`config.mk`:
```
export PLATFORM = sky130hd
export DESIGN_NAME = integer_to_roman_numeral
export DESIGN_NICKNAME = d
export VERILOG_FILES = /design/src/hw/rtl/i2r_pkg.sv /design/src/hw/rtl/i2r_ucode_rom.sv /design/src/hw/rtl/integer_to_roman_numeral.sv
export VERILOG_INCLUDE_DIRS = /design/src /design/src/hw/rtl
export SDC_FILE = /design/constraint.sdc
export NUM_CORES = 1
export LEC_CHECK = 0
export BUFFER_PORTS_ARGS = -buffer_cell sky130_fd_sc_hd__buf_2
export CORE_MARGIN = 1
export CORE_UTILIZATION = 55
export DETAILED_ROUTE_END_ITERATION = 8
export HOLD_SLACK_MARGIN = 0.03
export PLACE_DENSITY_LB_ADDON = 0.3
export SYNTH_ARGS = -nofsm -noshare
export SYNTH_HDL_FRONTEND = slang
export SYNTH_SLANG_ARGS = --single-unit
```
`constraint.sdc`:
```
create_clock -name clk -period 4.2 [get_ports clk]
set_input_delay 0.42 -clock clk [delete_from_list [all_inputs] [get_ports clk]]
set_output_delay 0.42 -clock clk [all_outputs]
set_load 0.005 [all_outputs]
```
`src/hw/rtl/assert_macros.svh`:
```
// Assertion helpers shared by the RTL. Synthesis builds see empty bodies.
`ifndef ASSERT_MACROS_SVH
`define ASSERT_MACROS_SVH

`ifndef SYNTHESIS

// Property that must hold at every clock edge outside reset.
`define ASSERT_SYNC(lbl, clk, rstn, prop) \
  lbl: assert property (@(posedge clk) disable iff (!rstn) prop) \
    else $error("assertion failed");

// Condition that must never be true at a clock edge outside reset.
`define ASSERT_NEVER(lbl, clk, rstn, expr) \
  lbl: assert property (@(posedge clk) disable iff (!rstn) !(expr)) \
    else $error("forbidden condition seen");

`else

`define ASSERT_SYNC(lbl, clk, rstn, prop)
`define ASSERT_NEVER(lbl, clk, rstn, expr)

`endif

`endif

```
`src/hw/rtl/i2r_pkg.sv`:
```
package i2r_pkg;

  // Input value and working remainder width.
  localparam int unsigned ValueW = 12;
  localparam int unsigned CharW  = 8;
  localparam int unsigned StatW  = 2;
  localparam int unsigned WeightW = 10;
  localparam int unsigned PcW    = 5;

  localparam logic [ValueW-1:0] MaxValid = ValueW'(3999);

  // Result status codes.
  localparam logic [StatW-1:0] STATUS_OK    = 2'd0;
  localparam logic [StatW-1:0] STATUS_ZERO  = 2'd1;
  localparam logic [StatW-1:0] STATUS_RANGE = 2'd2;

  // ASCII letters of the numerals.
  localparam logic [CharW-1:0] CH_M = 8'h4D;
  localparam logic [CharW-1:0] CH_D = 8'h44;
  localparam logic [CharW-1:0] CH_C = 8'h43;
  localparam logic [CharW-1:0] CH_L = 8'h4C;
  localparam logic [CharW-1:0] CH_X = 8'h58;
  localparam logic [CharW-1:0] CH_V = 8'h56;
  localparam logic [CharW-1:0] CH_I = 8'h49;
  localparam logic [CharW-1:0] CH_NONE = 8'h00;

  // Address of the final microcode word (the "I" step).
  localparam logic [PcW-1:0] LastAddr = 5'd18;

  // Microcode operations.
  typedef enum logic {
    OP_SUB,   // if rest >= weight: emit chr, subtract, go to hit; else go to miss
    OP_CHAR   // emit chr unconditionally, go to hit
  } ucode_op_t;

  typedef struct packed {
    ucode_op_t          op;
    logic [WeightW-1:0] weight;
    logic [CharW-1:0]   chr;
    logic               pair;
    logic [PcW-1:0]     hit;
    logic [PcW-1:0]     miss;
  } ucode_word_t;

endpackage

```
`src/hw/rtl/i2r_ucode_rom.sv`:
```
module i2r_ucode_rom (
  input  logic [i2r_pkg::PcW-1:0] pc,
  output i2r_pkg::ucode_word_t    word
);
  import i2r_pkg::*;

  // Greedy conversion program. Each symbol is one conditional subtract step,
  // and two-letter symbols add one step that emits the second letter.
  always_comb begin
    unique case (pc)
      5'd0:  word = '{OP_SUB,  10'd1000, CH_M, 1'b0, 5'd0,  5'd1};
      5'd1:  word = '{OP_SUB,  10'd900,  CH_C, 1'b1, 5'd2,  5'd3};
      5'd2:  word = '{OP_CHAR, 10'd0,    CH_M, 1'b0, 5'd1,  5'd1};
      5'd3:  word = '{OP_SUB,  10'd500,  CH_D, 1'b0, 5'd3,  5'd4};
      5'd4:  word = '{OP_SUB,  10'd400,  CH_C, 1'b1, 5'd5,  5'd6};
      5'd5:  word = '{OP_CHAR, 10'd0,    CH_D, 1'b0, 5'd4,  5'd4};
      5'd6:  word = '{OP_SUB,  10'd100,  CH_C, 1'b0, 5'd6,  5'd7};
      5'd7:  word = '{OP_SUB,  10'd90,   CH_X, 1'b1, 5'd8,  5'd9};
      5'd8:  word = '{OP_CHAR, 10'd0,    CH_C, 1'b0, 5'd7,  5'd7};
      5'd9:  word = '{OP_SUB,  10'd50,   CH_L, 1'b0, 5'd9,  5'd10};
      5'd10: word = '{OP_SUB,  10'd40,   CH_X, 1'b1, 5'd11, 5'd12};
      5'd11: word = '{OP_CHAR, 10'd0,    CH_L, 1'b0, 5'd10, 5'd10};
      5'd12: word = '{OP_SUB,  10'd10,   CH_X, 1'b0, 5'd12, 5'd13};
      5'd13: word = '{OP_SUB,  10'd9,    CH_I, 1'b1, 5'd14, 5'd15};
      5'd14: word = '{OP_CHAR, 10'd0,    CH_X, 1'b0, 5'd13, 5'd13};
      5'd15: word = '{OP_SUB,  10'd5,    CH_V, 1'b0, 5'd15, 5'd16};
      5'd16: word = '{OP_SUB,  10'd4,    CH_I, 1'b1, 5'd17, 5'd18};
      5'd17: word = '{OP_CHAR, 10'd0,    CH_V, 1'b0, 5'd16, 5'd16};
      5'd18: word = '{OP_SUB,  10'd1,    CH_I, 1'b0, 5'd18, 5'd18};
      // Unused addresses fall back to the final step.
      default: word = '{OP_SUB, 10'd1,   CH_I, 1'b0, LastAddr, LastAddr};
    endcase
  end

endmodule

```
`src/hw/rtl/integer_to_roman_numeral.sv`:
```
// Integer to Roman numeral converter. Each request on the input stream carries a
// 12-bit value; the block answers with its Roman numeral, one ASCII letter per
// output request, tlast marking the final letter. Zero or a value above 3999
// gives one request with letter 0, an error code in tuser and tlast set. The
// conversion is a 19-word microcode program stepped once per cycle, except that
// a step that emits a letter waits while the output register is full: each step
// either emits one letter or skips a symbol that no longer fits. A numeral has
// up to 15 letters, and a value skips up to 12 symbols. The next value is
// accepted once the last letter is in the output register.
module integer_to_roman_numeral (
  input  logic        clk,
  input  logic        rst_n,
  input  logic        in_tvalid,
  output logic        in_tready,
  input  logic [15:0] in_tdata,   // [11:0] value, [15:12] zero
  output logic        out_tvalid,
  input  logic        out_tready,
  output logic [7:0]  out_tdata,  // [7:0] numeral_char
  output logic [1:0]  out_tuser,  // [1:0] status
  output logic        out_tlast
);
  import i2r_pkg::*;

  `include "assert_macros.svh"

  typedef enum logic [1:0] {
    ST_IDLE,
    ST_RUN,
    ST_ERR
  } state_t;

  state_t              state_r, state_nxt;
  logic [PcW-1:0]      pc_r, pc_nxt;
  logic [ValueW-1:0]   rest_r, rest_nxt;
  logic [StatW-1:0]    err_r, err_nxt;
  logic                out_valid_r, out_valid_nxt;
  logic [CharW-1:0]    out_char_r, out_char_nxt;
  logic [StatW-1:0]    out_stat_r, out_stat_nxt;
  logic                out_last_r, out_last_nxt;

  ucode_word_t         word;
  logic [ValueW-1:0]   weight_ext;
  logic [ValueW-1:0]   diff;
  logic                fits;
  logic                slot_free;
  logic                emit_last;
  logic [ValueW-1:0]   in_value;

  // Control store.
  i2r_ucode_rom u_rom (
    .pc   (pc_r),
    .word (word)
  );

  // Datapath: one compare and subtract against the current weight.
  assign in_value   = in_tdata[ValueW-1:0];
  assign weight_ext = {{(ValueW-WeightW){1'b0}}, word.weight};
  assign diff       = rest_r - weight_ext;
  assign fits       = (rest_r >= weight_ext);
  assign slot_free  = !out_valid_r || out_tready;
  assign emit_last  = (word.op == OP_SUB) ? ((diff == '0) && !word.pair)
                                          : (rest_r == '0);

  // Sequencer next state.
  always_comb begin
    state_nxt     = state_r;
    pc_nxt        = pc_r;
    rest_nxt      = rest_r;
    err_nxt       = err_r;
    out_valid_nxt = out_valid_r && !out_tready;
    out_char_nxt  = out_char_r;
    out_stat_nxt  = out_stat_r;
    out_last_nxt  = out_last_r;
    unique case (state_r)
      ST_IDLE: begin
        if (in_tvalid) begin
          rest_nxt = in_value;
          pc_nxt   = '0;
          if (in_value == '0) begin
            err_nxt   = STATUS_ZERO;
            state_nxt = ST_ERR;
          end else if (in_value > MaxValid) begin
            err_nxt   = STATUS_RANGE;
            state_nxt = ST_ERR;
          end else begin
            state_nxt = ST_RUN;
          end
        end
      end
      ST_ERR: begin
        if (slot_free) begin
          out_valid_nxt = 1'b1;
          out_char_nxt  = CH_NONE;
          out_stat_nxt  = err_r;
          out_last_nxt  = 1'b1;
          state_nxt     = ST_IDLE;
        end
      end
      ST_RUN: begin
        if ((word.op == OP_SUB) && !fits) begin
          pc_nxt = word.miss;
        end else if (slot_free) begin
          out_valid_nxt = 1'b1;
          out_char_nxt  = word.chr;
          out_stat_nxt  = STATUS_OK;
          out_last_nxt  = emit_last;
          pc_nxt        = word.hit;
          if (word.op == OP_SUB) begin
            rest_nxt = diff;
          end
          if (emit_last) begin
            state_nxt = ST_IDLE;
          end
        end
      end
      default: state_nxt = ST_IDLE;
    endcase
  end

  // State and output register.
  always_ff @(posedge clk) begin
    if (!rst_n) begin
      state_r     <= ST_IDLE;
      out_valid_r <= 1'b0;
    end else begin
      state_r     <= state_nxt;
      out_valid_r <= out_valid_nxt;
    end
    pc_r       <= pc_nxt;
    rest_r     <= rest_nxt;
    err_r      <= err_nxt;
    out_char_r <= out_char_nxt;
    out_stat_r <= out_stat_nxt;
    out_last_r <= out_last_nxt;
  end

  assign in_tready  = (state_r == ST_IDLE);
  assign out_tvalid = out_valid_r;
  assign out_tdata  = out_char_r;
  assign out_tuser  = out_stat_r;
  assign out_tlast  = out_last_r;

  // An error status always closes its run.
  `ASSERT_SYNC(a_err_is_last, clk, rst_n, (out_valid_r && (out_stat_r != STATUS_OK)) |-> out_last_r)
  // A subtract step is only reached while something remains to convert.
  `ASSERT_NEVER(a_sub_rest_zero, clk, rst_n, (state_r == ST_RUN) && (word.op == OP_SUB) && (rest_r == '0))
  // The program counter stays inside the program.
  `ASSERT_NEVER(a_pc_range, clk, rst_n, (state_r == ST_RUN) && (pc_r > LastAddr))
  // An accepted request leaves the idle state.
  `ASSERT_SYNC(a_accept_busy, clk, rst_n, (in_tvalid && in_tready) |=> (state_r != ST_IDLE))

endmodule
```
==> flow_summary.ini, run 1 <==
[critical_path]
slowest_delay_ns = 0.46
startpoint_type = flop
reg2reg_depth = 15
reg2reg_from = rest_r[0]
cp.arrival_ns = 4.11
ff2ff_setup_slack_ns = 0.33
cp_slowest_cell = ha_1
cp_cell_sequence = inv_1, ha_1, inv_1, fa_1, a211oi_2, o21ai_1, o2111ai_2, and2_4, a221oi_4, inv_1, ha_1, inv_1, mux2i_1, a22oi_1, o21ai_0
setup.worst_path.end_class = flop
cp_common_cell = inv_1
crit_buf_inv = 4
critPathMaxFanout = 13
required_ns = 4.44
r2r_end = u_rom.word[15]
path_delay_family = compound AO/OA/AOI/OAI gates
worstSetupPathType = reg2reg

[detailed_routing]
ant_nets = 0
drt-wirelength-per-cell_um = 17.1
drc = 0
via_per_inst = 6.23
vias = 3067
first_iter_violations = 235
dr.pass1.iters = 5
drt-total-wl_mm = 8.41

[synthesis]
synthFlopType = dfxtp_1
syn_area_um2 = 3590
yosysWarnings = 0
synth_cell_type_count = 62
synth_cells = 382
async_flop_share_pct = 0
seq_area_frac_synth_pct = 39.5
synth_edf_count = 28
ys_seq_elements = 57
synth.avg_cell_area_um2 = 9.41

[cells_and_area]
final_cell_mix = nand2_1 (31), dfxtp_1 (29), nor2_1 (28), edfxtp_1 (28), buf_2 (26)
drive_gt1_share_pct = 17.6
mostFrequentLayoutCell = nand2_1
insertedDiodeCount = 0
syn_to_final_growth_pct = 10.2
stdcell_count = 492
finalNetCount = 452
fill_cells = 532

[worst_hold_path]
holdPathStages = 2
hold_path.startpoint = rst_n
whs_endpoint = out_tvalid
hp-class = in2reg

[timing]
relSlewSlack_pct = 51.2
worstMarginPinSlew_ns = 0.732
report.final.slew_viol_count = 0
fmax_ghz = 0.259
holdWs_ns = 0.373
setup_viol = 0
fin_crit_ns = 3.87
skew_ns = 0.00554
fin_tns_setup_ns = 0
finalHoldViolations = 0
timing.final.crit_share_pct = 92.1
rsz0062_at_grt = no

[cts]
h-tree-depth = 3
clk_path_buf_depth = 2
clk_pin_slew_ns = 0.06
holdBufCountCts = 0
cts_sinks = 57
cts_tree = built
cts-root-buf = clkbuf_8
cts-buffers-inserted = 9
clk_latency_ns = 0.34
cts.repair.resized = 0
post-cts-setup-buffers = 0

[placed_design]
place_inst = 476
port_buffers = 26
gp_congestion = 0.910
hpwlAfterDp_mm = 6.10

[grt]
grt_pass1_wl_mm = 13.7
overflow = 0
first_global_vias = 2825
antenna_found_initial = 0
grt_usage_pct = 25.1
grt_max_degree = 42

[run_status]
outcome = completed

[power]
clkPwrFrac_pct = 11.4
ir_worst_vdd_mv = 0.517
switching_share_pct = 46.5
p_per_area_nw_per_um2 = 972
combPwrFrac_pct = 61.3
internal-power_uw = 2060
p_seq_share_pct = 27.3
leakagePower_uw = 0.00158
p_switching_uw = 1790
p_total_uw = 3850

[flow_run]
drv_cap = 0

[die]
coreArea_um2 = 6310
die-area_um2 = 6860
fp-row-count = 29
dieHeight_um = 82.8
pin_count = 33
die_x_um = 82.8
start_util_pct = 56.9
==> how the worst max path moves through the flow <==
| stage | from | end | slack (ns) | depth (start not counted) |
|---|---|---|---|---|
| 6_report | rest_r[0] | u_rom.word[15] | 0.33 | 15 |
| 5_1_grt | rest_r[0] | u_rom.word[15] | 0.14 | 15 |
| 4_1_cts | rest_r[0] | u_rom.word[15] | 0.40 | 15 |
| 3_5_place_dp | rest_r[0] | u_rom.word[15] | 0.42 | 15 |
| 3_3_place_gp | rest_r[0] | u_rom.word[15] | 0.48 | 15 |
| 2_1_floorplan | rest_r[0] | u_rom.word[21] | 0.51 | 15 |
==> layout make-up <==
type | instances | area, µm² | area share (%)
timing repair buffer | 35 | 198 | 4.99
clock buffer | 12 | 145 | 3.66
tap | 77 | 96.3 | 2.43
sequential | 57 | 1420 | 35.9
multi-input combinational | 281 | 1980 | 50.1
clock inverter | 4 | 18.8 | 0.474
inverter | 26 | 97.6 | 2.46
==> routing by layer <==
| metal | up-vias | part of all wire, % | track usage, % |
|---|---|---|---|
| met3 | 24 | 7.1 | 3.98 |
| met5 | - | 0 | 0 |
| met2 | 147 | 47 | 39.8 |
| met1 | 1444 | 43 | 33.5 |
| li1 | 1452 | - | - |
| met4 | 0 | 2.9 | 12.2 |
==> state kept, by name, indices dropped and copies added, names as in the netlist <==
name and count:
out_tvalid 1, out_tdata 6, rest_r 12, out_tuser 2, err_r 2, state_r 2, pc_r 5, out_tlast 1
u_rom.word 26
==> cell families (layout without fill, tap and decap cells) <==
| kind of cell | after synthesis | in the layout | share of synthesized area (%) |
|---|---|---|---|
| AOI/OAI and AO/OA | 104 | 104 | 21.9 |
| xor gates and xnor gates | 10 | 10 | 2.44 |
| adders and majority gates | 22 | 22 | 7.87 |
| buffers and inverters | 45 | 77 | 5.36 |
| DFF | 57 | 57 | 39.5 |
| muxes | 16 | 16 | 4.77 |
| other | 1 | 2 | 0.104 |
| and+or+nand+nor | 127 | 127 | 18.0 |
==> power by group through the flow <==
stage / registers [µW] / clock network (µW) / logic (µW)
after global routing: 1070 / 465 / 2580
after global placement: 1050 / 0 / 2260
final: 1050 / 438 / 2360
after detailed placement: 1060 / 0 / 2320
after floorplan: 1000 / 0 / 1810
after CTS: 1050 / 440 / 2330
==> metrics by stage <==
| stage | setup slack, ns | utilization [%] | area (µm²) |
|---|---|---|---|
| after detailed placement | 0.419 | 60.1 | 3800 |
| after CTS | 0.397 | 62.7 | 3960 |
| after global routing | 0.145 | 62.7 | 3960 |
| after global placement | 0.477 | 60.1 | 3800 |
| after floorplan | 0.508 | - | 3600 |
| final | 0.332 | 62.7 | 3960 |
==> Yosys cell counts, types with 6 or more instances <==
cell type,instances,share of area [%]
a211oi_1,7,1.5
a21oi_1,24,3.3
and2_1,8,1.4
and3_1,6,1.0
buf_2,6,0.84
clkbuf_1,9,0.94
dfxtp_1,29,16
edfxtp_1,28,23
ha_1,21,7.3
inv_1,25,2.6
mux2_2,9,2.8
mux2i_1,7,1.9
nand2_1,31,3.2
nand2b_1,6,1.0
nand3_1,16,2.2
nor2_1,28,2.9
nor2b_1,6,1.0
nor3_1,6,0.84
o21ai_0,18,2.5
xnor2_1,7,1.7
==> worst reg2reg max path, cell delays in order, from the launching register on <==
cell and delay, ns:
edfxtp_1 0.40, inv_1 0.07, ha_1 0.17, inv_1 0.06, fa_1 0.41, a211oi_2 0.30
o21ai_1 0.17, o2111ai_2 0.40, and2_4 0.37, a221oi_4 0.09, inv_1 0.24, ha_1 0.46
inv_1 0.11, mux2i_1 0.18, a22oi_1 0.09, o21ai_0 0.24
No activity file was read; power rests on OpenSTA's default activity.
==> run 2, diff against run 1 <==
ABC_AREA = 1   (was default)
RECOVER_POWER = 50   (was default)
==> run 2 against run 1 <==
Net effect:
- die area decreased by 2.0%
- global-route usage increased by 1.5 points
- register-to-register slack improved by 0.39 ns
- count of clock-buffer cells in the layout decreased by 3
- area after synthesis decreased by 2.0%
- worst setup slack improved by 0.39 ns
- flip-flop and latch count unchanged
- hold slack got worse by 0.073 ns
- largest cell class unchanged
==> flow_summary.ini, run 2 <==
[run_status]
outcome = completed

[cells_and_area]
drive_gt1_share_pct = 11.5
regArea_um2 = 1420
mostFrequentLayoutCell = nand2_1
final_cell_mix = nand2_1 (143), inv_1 (74), nor2_1 (39)
largest_reg_flops = 26
fin_util_pct = 64.4
finalNetCount = 542
multiInputGateArea_um2 = 1710
fill_cells = 546
syn_to_final_growth_pct = 10.8
stdcell_count = 580
insertedDiodeCount = 0

[timing]
fin_crit_ns = 3.48
setup_viol = 0
skew_ns = 0.0134
fin_tns_setup_ns = 0
fmax_ghz = 0.287
rsz0062_at_grt = no
timing.final.crit_share_pct = 82.9
worstMarginPinSlew_ns = 0.625
finalHoldViolations = 0
report.final.slew_viol_count = 0
relSlewSlack_pct = 58.3

[cts]
cts.repair.resized = 0
cts_tree = built
clk_path_buf_depth = 2
cts_sinks = 57
holdBufCountCts = 0
h-tree-depth = 3
post-cts-setup-buffers = 0
clk_latency_ns = 0.36
clk_pin_slew_ns = 0.08
cts-root-buf = clkbuf_8
cts-buffers-inserted = 9

[critical_path]
required_ns = 4.48
setup.worst_path.end_class = flop
cp.arrival_ns = 3.76
ff2ff_setup_slack_ns = 0.72
startpoint_type = flop
worstSetupPathType = reg2reg
r2r_end = u_rom.word[2]
reg2reg_from = rest_r[0]
critPathMaxFanout = 11
reg2reg_depth = 18

[detailed_routing]
via_per_inst = 5.39
drt-wirelength-per-cell_um = 14.1
first_iter_violations = 224
drt-total-wl_mm = 8.18
dr.pass1.iters = 5
ant_nets = 0
drc = 0
vias = 3125

[synthesis]
synth_area_leaders = edfxtp_1 (24%), dfxtp_1 (16%), nand2_1 (15%)
ys_top_cells_by_count = nand2_1 (140), inv_1 (73), nor2_1 (39)
synth_cell_type_count = 39
synth.most_common_cell = nand2_1
syn_area_um2 = 3520
synth.avg_cell_area_um2 = 7.48
async_flop_share_pct = 0
ys_seq_elements = 57
synth_edf_count = 28
synth.top_cell.area_share_pct = 23.9
synth_top_cell_by_area = edfxtp_1
seq_area_frac_synth_pct = 40.4
synthFlopType = dfxtp_1
synth_cells = 471
yosysWarnings = 0

[placed_design]
gp_congestion = 0.919
place_inst = 564
hpwlAfterDp_mm = 6.01
port_buffers = 26

[grt]
grt_pass1_wl_mm = 13.0
overflow = 0
antenna_found_initial = 0
first_global_vias = 2910
grt_max_degree = 26
grt_usage_pct = 26.6

[die]
coreArea_um2 = 6060
die_x_um = 82.0
pin_count = 33
start_util_pct = 58.1
dieHeight_um = 82.0
fp-row-count = 28
die-area_um2 = 6730

[flow_run]
drv_cap = 0

[worst_hold_path]
whs_endpoint = state_r[1]
hp-class = in2reg
holdPathStages = 3
hold_path.startpoint = rst_n
==> run 2: cell count changes after synthesis, sizes merged, moves of 9 or more <==
cell	before	now
a21oi	26	15
and2	9	0
inv	26	79
mux2	9	0
nand2	31	150
nand3	16	36
nor2	28	41
o21ai	20	30
==> run 2: worst max-delay path by stage <==
stage / slack, ns / endpoint / start
CTS: 0.96 / u_rom.word[2] / rest_r[0]
floorplan: 1.43 / u_rom.word[24] / rest_r[0]
global placement: 0.99 / u_rom.word[2] / rest_r[0]
global route: 0.42 / u_rom.word[24] / rest_r[0]
finish: 0.72 / u_rom.word[2] / rest_r[0]
detailed placement: 0.98 / u_rom.word[23] / rest_r[0]
==> run 2: metrics by stage <==
step | hold WS (ns) | setup WS (ns) | instance area [µm²]
global route | 0.284 | 0.423 | 3900
finish | 0.300 | 0.719 | 3900
CTS | 0.290 | 0.959 | 3940
detailed placement | 0.483 | 0.978 | 3690
global placement | 0.481 | 0.992 | 3690
floorplan | 0.465 | 1.43 | 3530
==> run 2: final cells by class <==
cell class	count	area share, %
Multi-Input combinational cell	325	43.8
Sequential cell	57	36.4
Timing Repair Buffer	28	3.40
Inverter	79	7.60
Clock buffer	9	3.17
Tap cell	75	2.40
Clock inverter	7	3.21
==> run 2: cells by family (layout without fill, tap and decap cells) <==
| family | count (synthesis) | in the layout | share of synthesized area (%) |
|---|---|---|---|
| buffers and inverters | 90 | 123 | 10.6 |
| AOI/OAI and AO/OA | 55 | 55 | 9.84 |
| and+or+nand+nor | 242 | 242 | 30.1 |
| DFF | 57 | 57 | 40.4 |
| adders and majority gates | 22 | 22 | 8.03 |
| xor gates and xnor gates | 4 | 4 | 0.995 |
| other | 1 | 2 | 0.106 |
==> run 2: metal layers <==
metal / up-vias / share of wire [%] / GRT usage (%)
li1: 1564 / - / -
met1: 1389 / 42 / 31.2
met2: 139 / 47 / 45.1
met3: 33 / 6.9 / 6.11
met4: 0 / 3.7 / 13.9
met5: - / 0 / 0
==> run 2: worst max-delay path, stage by stage (launching register included) <==
cell and delay [ns]:
edfxtp_1 0.38, inv_1 0.07, ha_1 0.15, inv_1 0.06, fa_1 0.42, nand2_1 0.08, nand2_1 0.09, nand3_1 0.11
nand2_1 0.11, nand2_1 0.22, nand2_4 0.12, nand2_1 0.12, nand2_4 0.12, o21ai_1 0.48, ha_1 0.28, inv_1 0.06
o21ai_0 0.30, nand2_1 0.10, a21oi_1 0.12
Power of run 2 is left out: the tool's default activity adds up to more than one toggle a clock period on the data nets, which glitch-free logic cannot reach.
==> run 3, diff against run 2 <==
CORE_UTILIZATION = 54   (was 55)
clock period = 3 ns   (was 4.2 ns; I/O delays follow)
==> run 3 against run 2 <==
Net effect:
- routed wire length grew 5.5%
- clock skew is essentially flat
- final cell count up 4.3%
- die area rose by 1.8%
- fmax increased by 20%
- critical endpoint is now u_rom.word[15]
- largest cell class unchanged
==> flow_summary.ini, run 3 (synthesis gave the netlist of run 2 again) <==
[critical_path]
cp.arrival_ns = 3.18
crit_start = rest_r[0]
reg2reg_from = rest_r[0]
cp_common_cell = nand2_4
crit_path_end = u_rom.word[15]
reg2reg_depth = 19
setup.worst_path.end_class = flop
startpoint_type = flop
r2r_end = u_rom.word[15]
critPathMaxFanout = 7
ff2ff_setup_slack_ns = 0.10
worstSetupPathType = reg2reg
cp_slowest_cell = edfxtp_1
required_ns = 3.29
slowest_delay_ns = 0.39
cp_cell_sequence = inv_1, ha_1, inv_1, fa_2, nand2_1, nand2_1, nand3_2, nand2_4, nand2_4, nand2_4, nand2_4, nand2_8, buf_4, o21ai_4, buf_4, nand2_2, a21oi_2, o21ai_1, nand2_1

[timing]
fmax_ghz = 0.345
finalHoldViolations = 0
relSlewSlack_pct = 63.5
fin_crit_ns = 2.90
rsz0062_at_grt = yes
setup_viol = 0
skew_ns = 0.0137
worstMarginPinSlew_ns = 0.547
report.final.slew_viol_count = 0
timing.final.crit_share_pct = 96.6

[cells_and_area]
multiInputGateArea_um2 = 1840
syn_to_final_growth_pct = 19.8
drive_gt1_share_pct = 18.9
fill_cells = 515
fin_util_pct = 66.8
final_cell_mix = nand2_1 (138), inv_1 (72), nor2_1 (39)
mostFrequentLayoutCell = nand2_1
largest_reg_flops = 26
regArea_um2 = 1420
finalNetCount = 565
insertedDiodeCount = 0

[cts]
cts_sinks = 57
cts_tree = built
h-tree-depth = 3
cts-buffers-inserted = 9
clk_latency_ns = 0.35
clk_pin_slew_ns = 0.07
cts-root-buf = clkbuf_8
clk_path_buf_depth = 2

[detailed_routing]
drt-total-wl_mm = 8.63
drt-wirelength-per-cell_um = 14.3
drc = 0
dr_wl_met2_mm = 4.25
ant_nets = 0
drt-met1-wl_mm = 3.57
first_iter_violations = 264
dr.pass1.iters = 5
met3_wirelength_um = 585
top_layer = met4
via_per_inst = 5.38
vias = 3252

[die]
start_util_pct = 55.8
coreArea_um2 = 6310
die_x_um = 82.8
pin_count = 33
die-area_um2 = 6850
dieHeight_um = 82.8
fp-row-count = 29

[flow_run]
drv_cap = 0

[grt]
grt_usage_pct = 26.3
overflow = 0
antenna_found_initial = 0
grt_pass1_wl_mm = 13.0
grt_max_degree = 25
first_global_vias = 2965

[run_status]
outcome = completed

[worst_hold_path]
hold_path.startpoint = rst_n
holdPathStages = 3
hp-class = in2reg

[placed_design]
port_buffers = 26
hpwlAfterDp_mm = 6.17
gp_congestion = 0.932
run 3: worst min path at each step:
stage	to	slack [ns]
floorplan	state_r[1]	0.42
global placement	out_tdata[3]	0.48
detailed placement	out_tdata[1]	0.48
CTS	state_r[1]	0.19
global route	state_r[1]	0.20
finish	state_r[1]	0.20
run 3: metal layers:
| metal | global-route usage [%] | vias up |
|---|---|---|
| met1 | 30.5 | 1479 |
| met2 | 45.1 | 141 |
| met4 | 12.8 | 0 |
| met3 | 6.59 | 22 |
| met5 | 0 | - |
| li1 | - | 1610 |
run 3: metrics by stage:
stage / hold slack [ns] / cell area [µm²] / instances / TNS [ns] / setup slack, ns
floorplan: 0.420 / 3530 / 472 / 0 / 0.225
global placement: 0.476 / 3830 / 581 / 0 / 0.0984
detailed placement: 0.477 / 3830 / 581 / 0 / 0.0695
CTS: 0.189 / 4050 / 597 / 0 / 0.0391
global route: 0.204 / 4220 / 605 / -0.341 / -0.0794
finish: 0.201 / 4220 / 605 / 0 / 0.102
run 3: worst max-delay path, delay by kind of cell, from the launching register on:
kind / cells / cell delay [ns]
buf+inv: 4 / 0.50
fa+ha+maj: 2 / 0.52
simple gates: 10 / 0.82
compound gates: 3 / 0.60
flops: 1 / 0.39
run 3: area by class of cell:
type,instances,share of cell area [%]
clock buffers,9,2.94
clock inverters,7,2.40
inverters,79,7.21
multi-input cells,325,43.7
flip-flops and latches,57,33.7
well taps,77,2.28
repair buffers,51,7.83
run 3: repair_timing:
| action | 4_1_cts | 5_1_grt |
|---|---|---|
| setup buffers | 0 | 8 |
| hold buffers | 0 | 0 |
| resized for setup | 0 | 25 |
| endpoints found under the setup margin | 0 | 23 |
Power of run 3 is left out for the same reason.
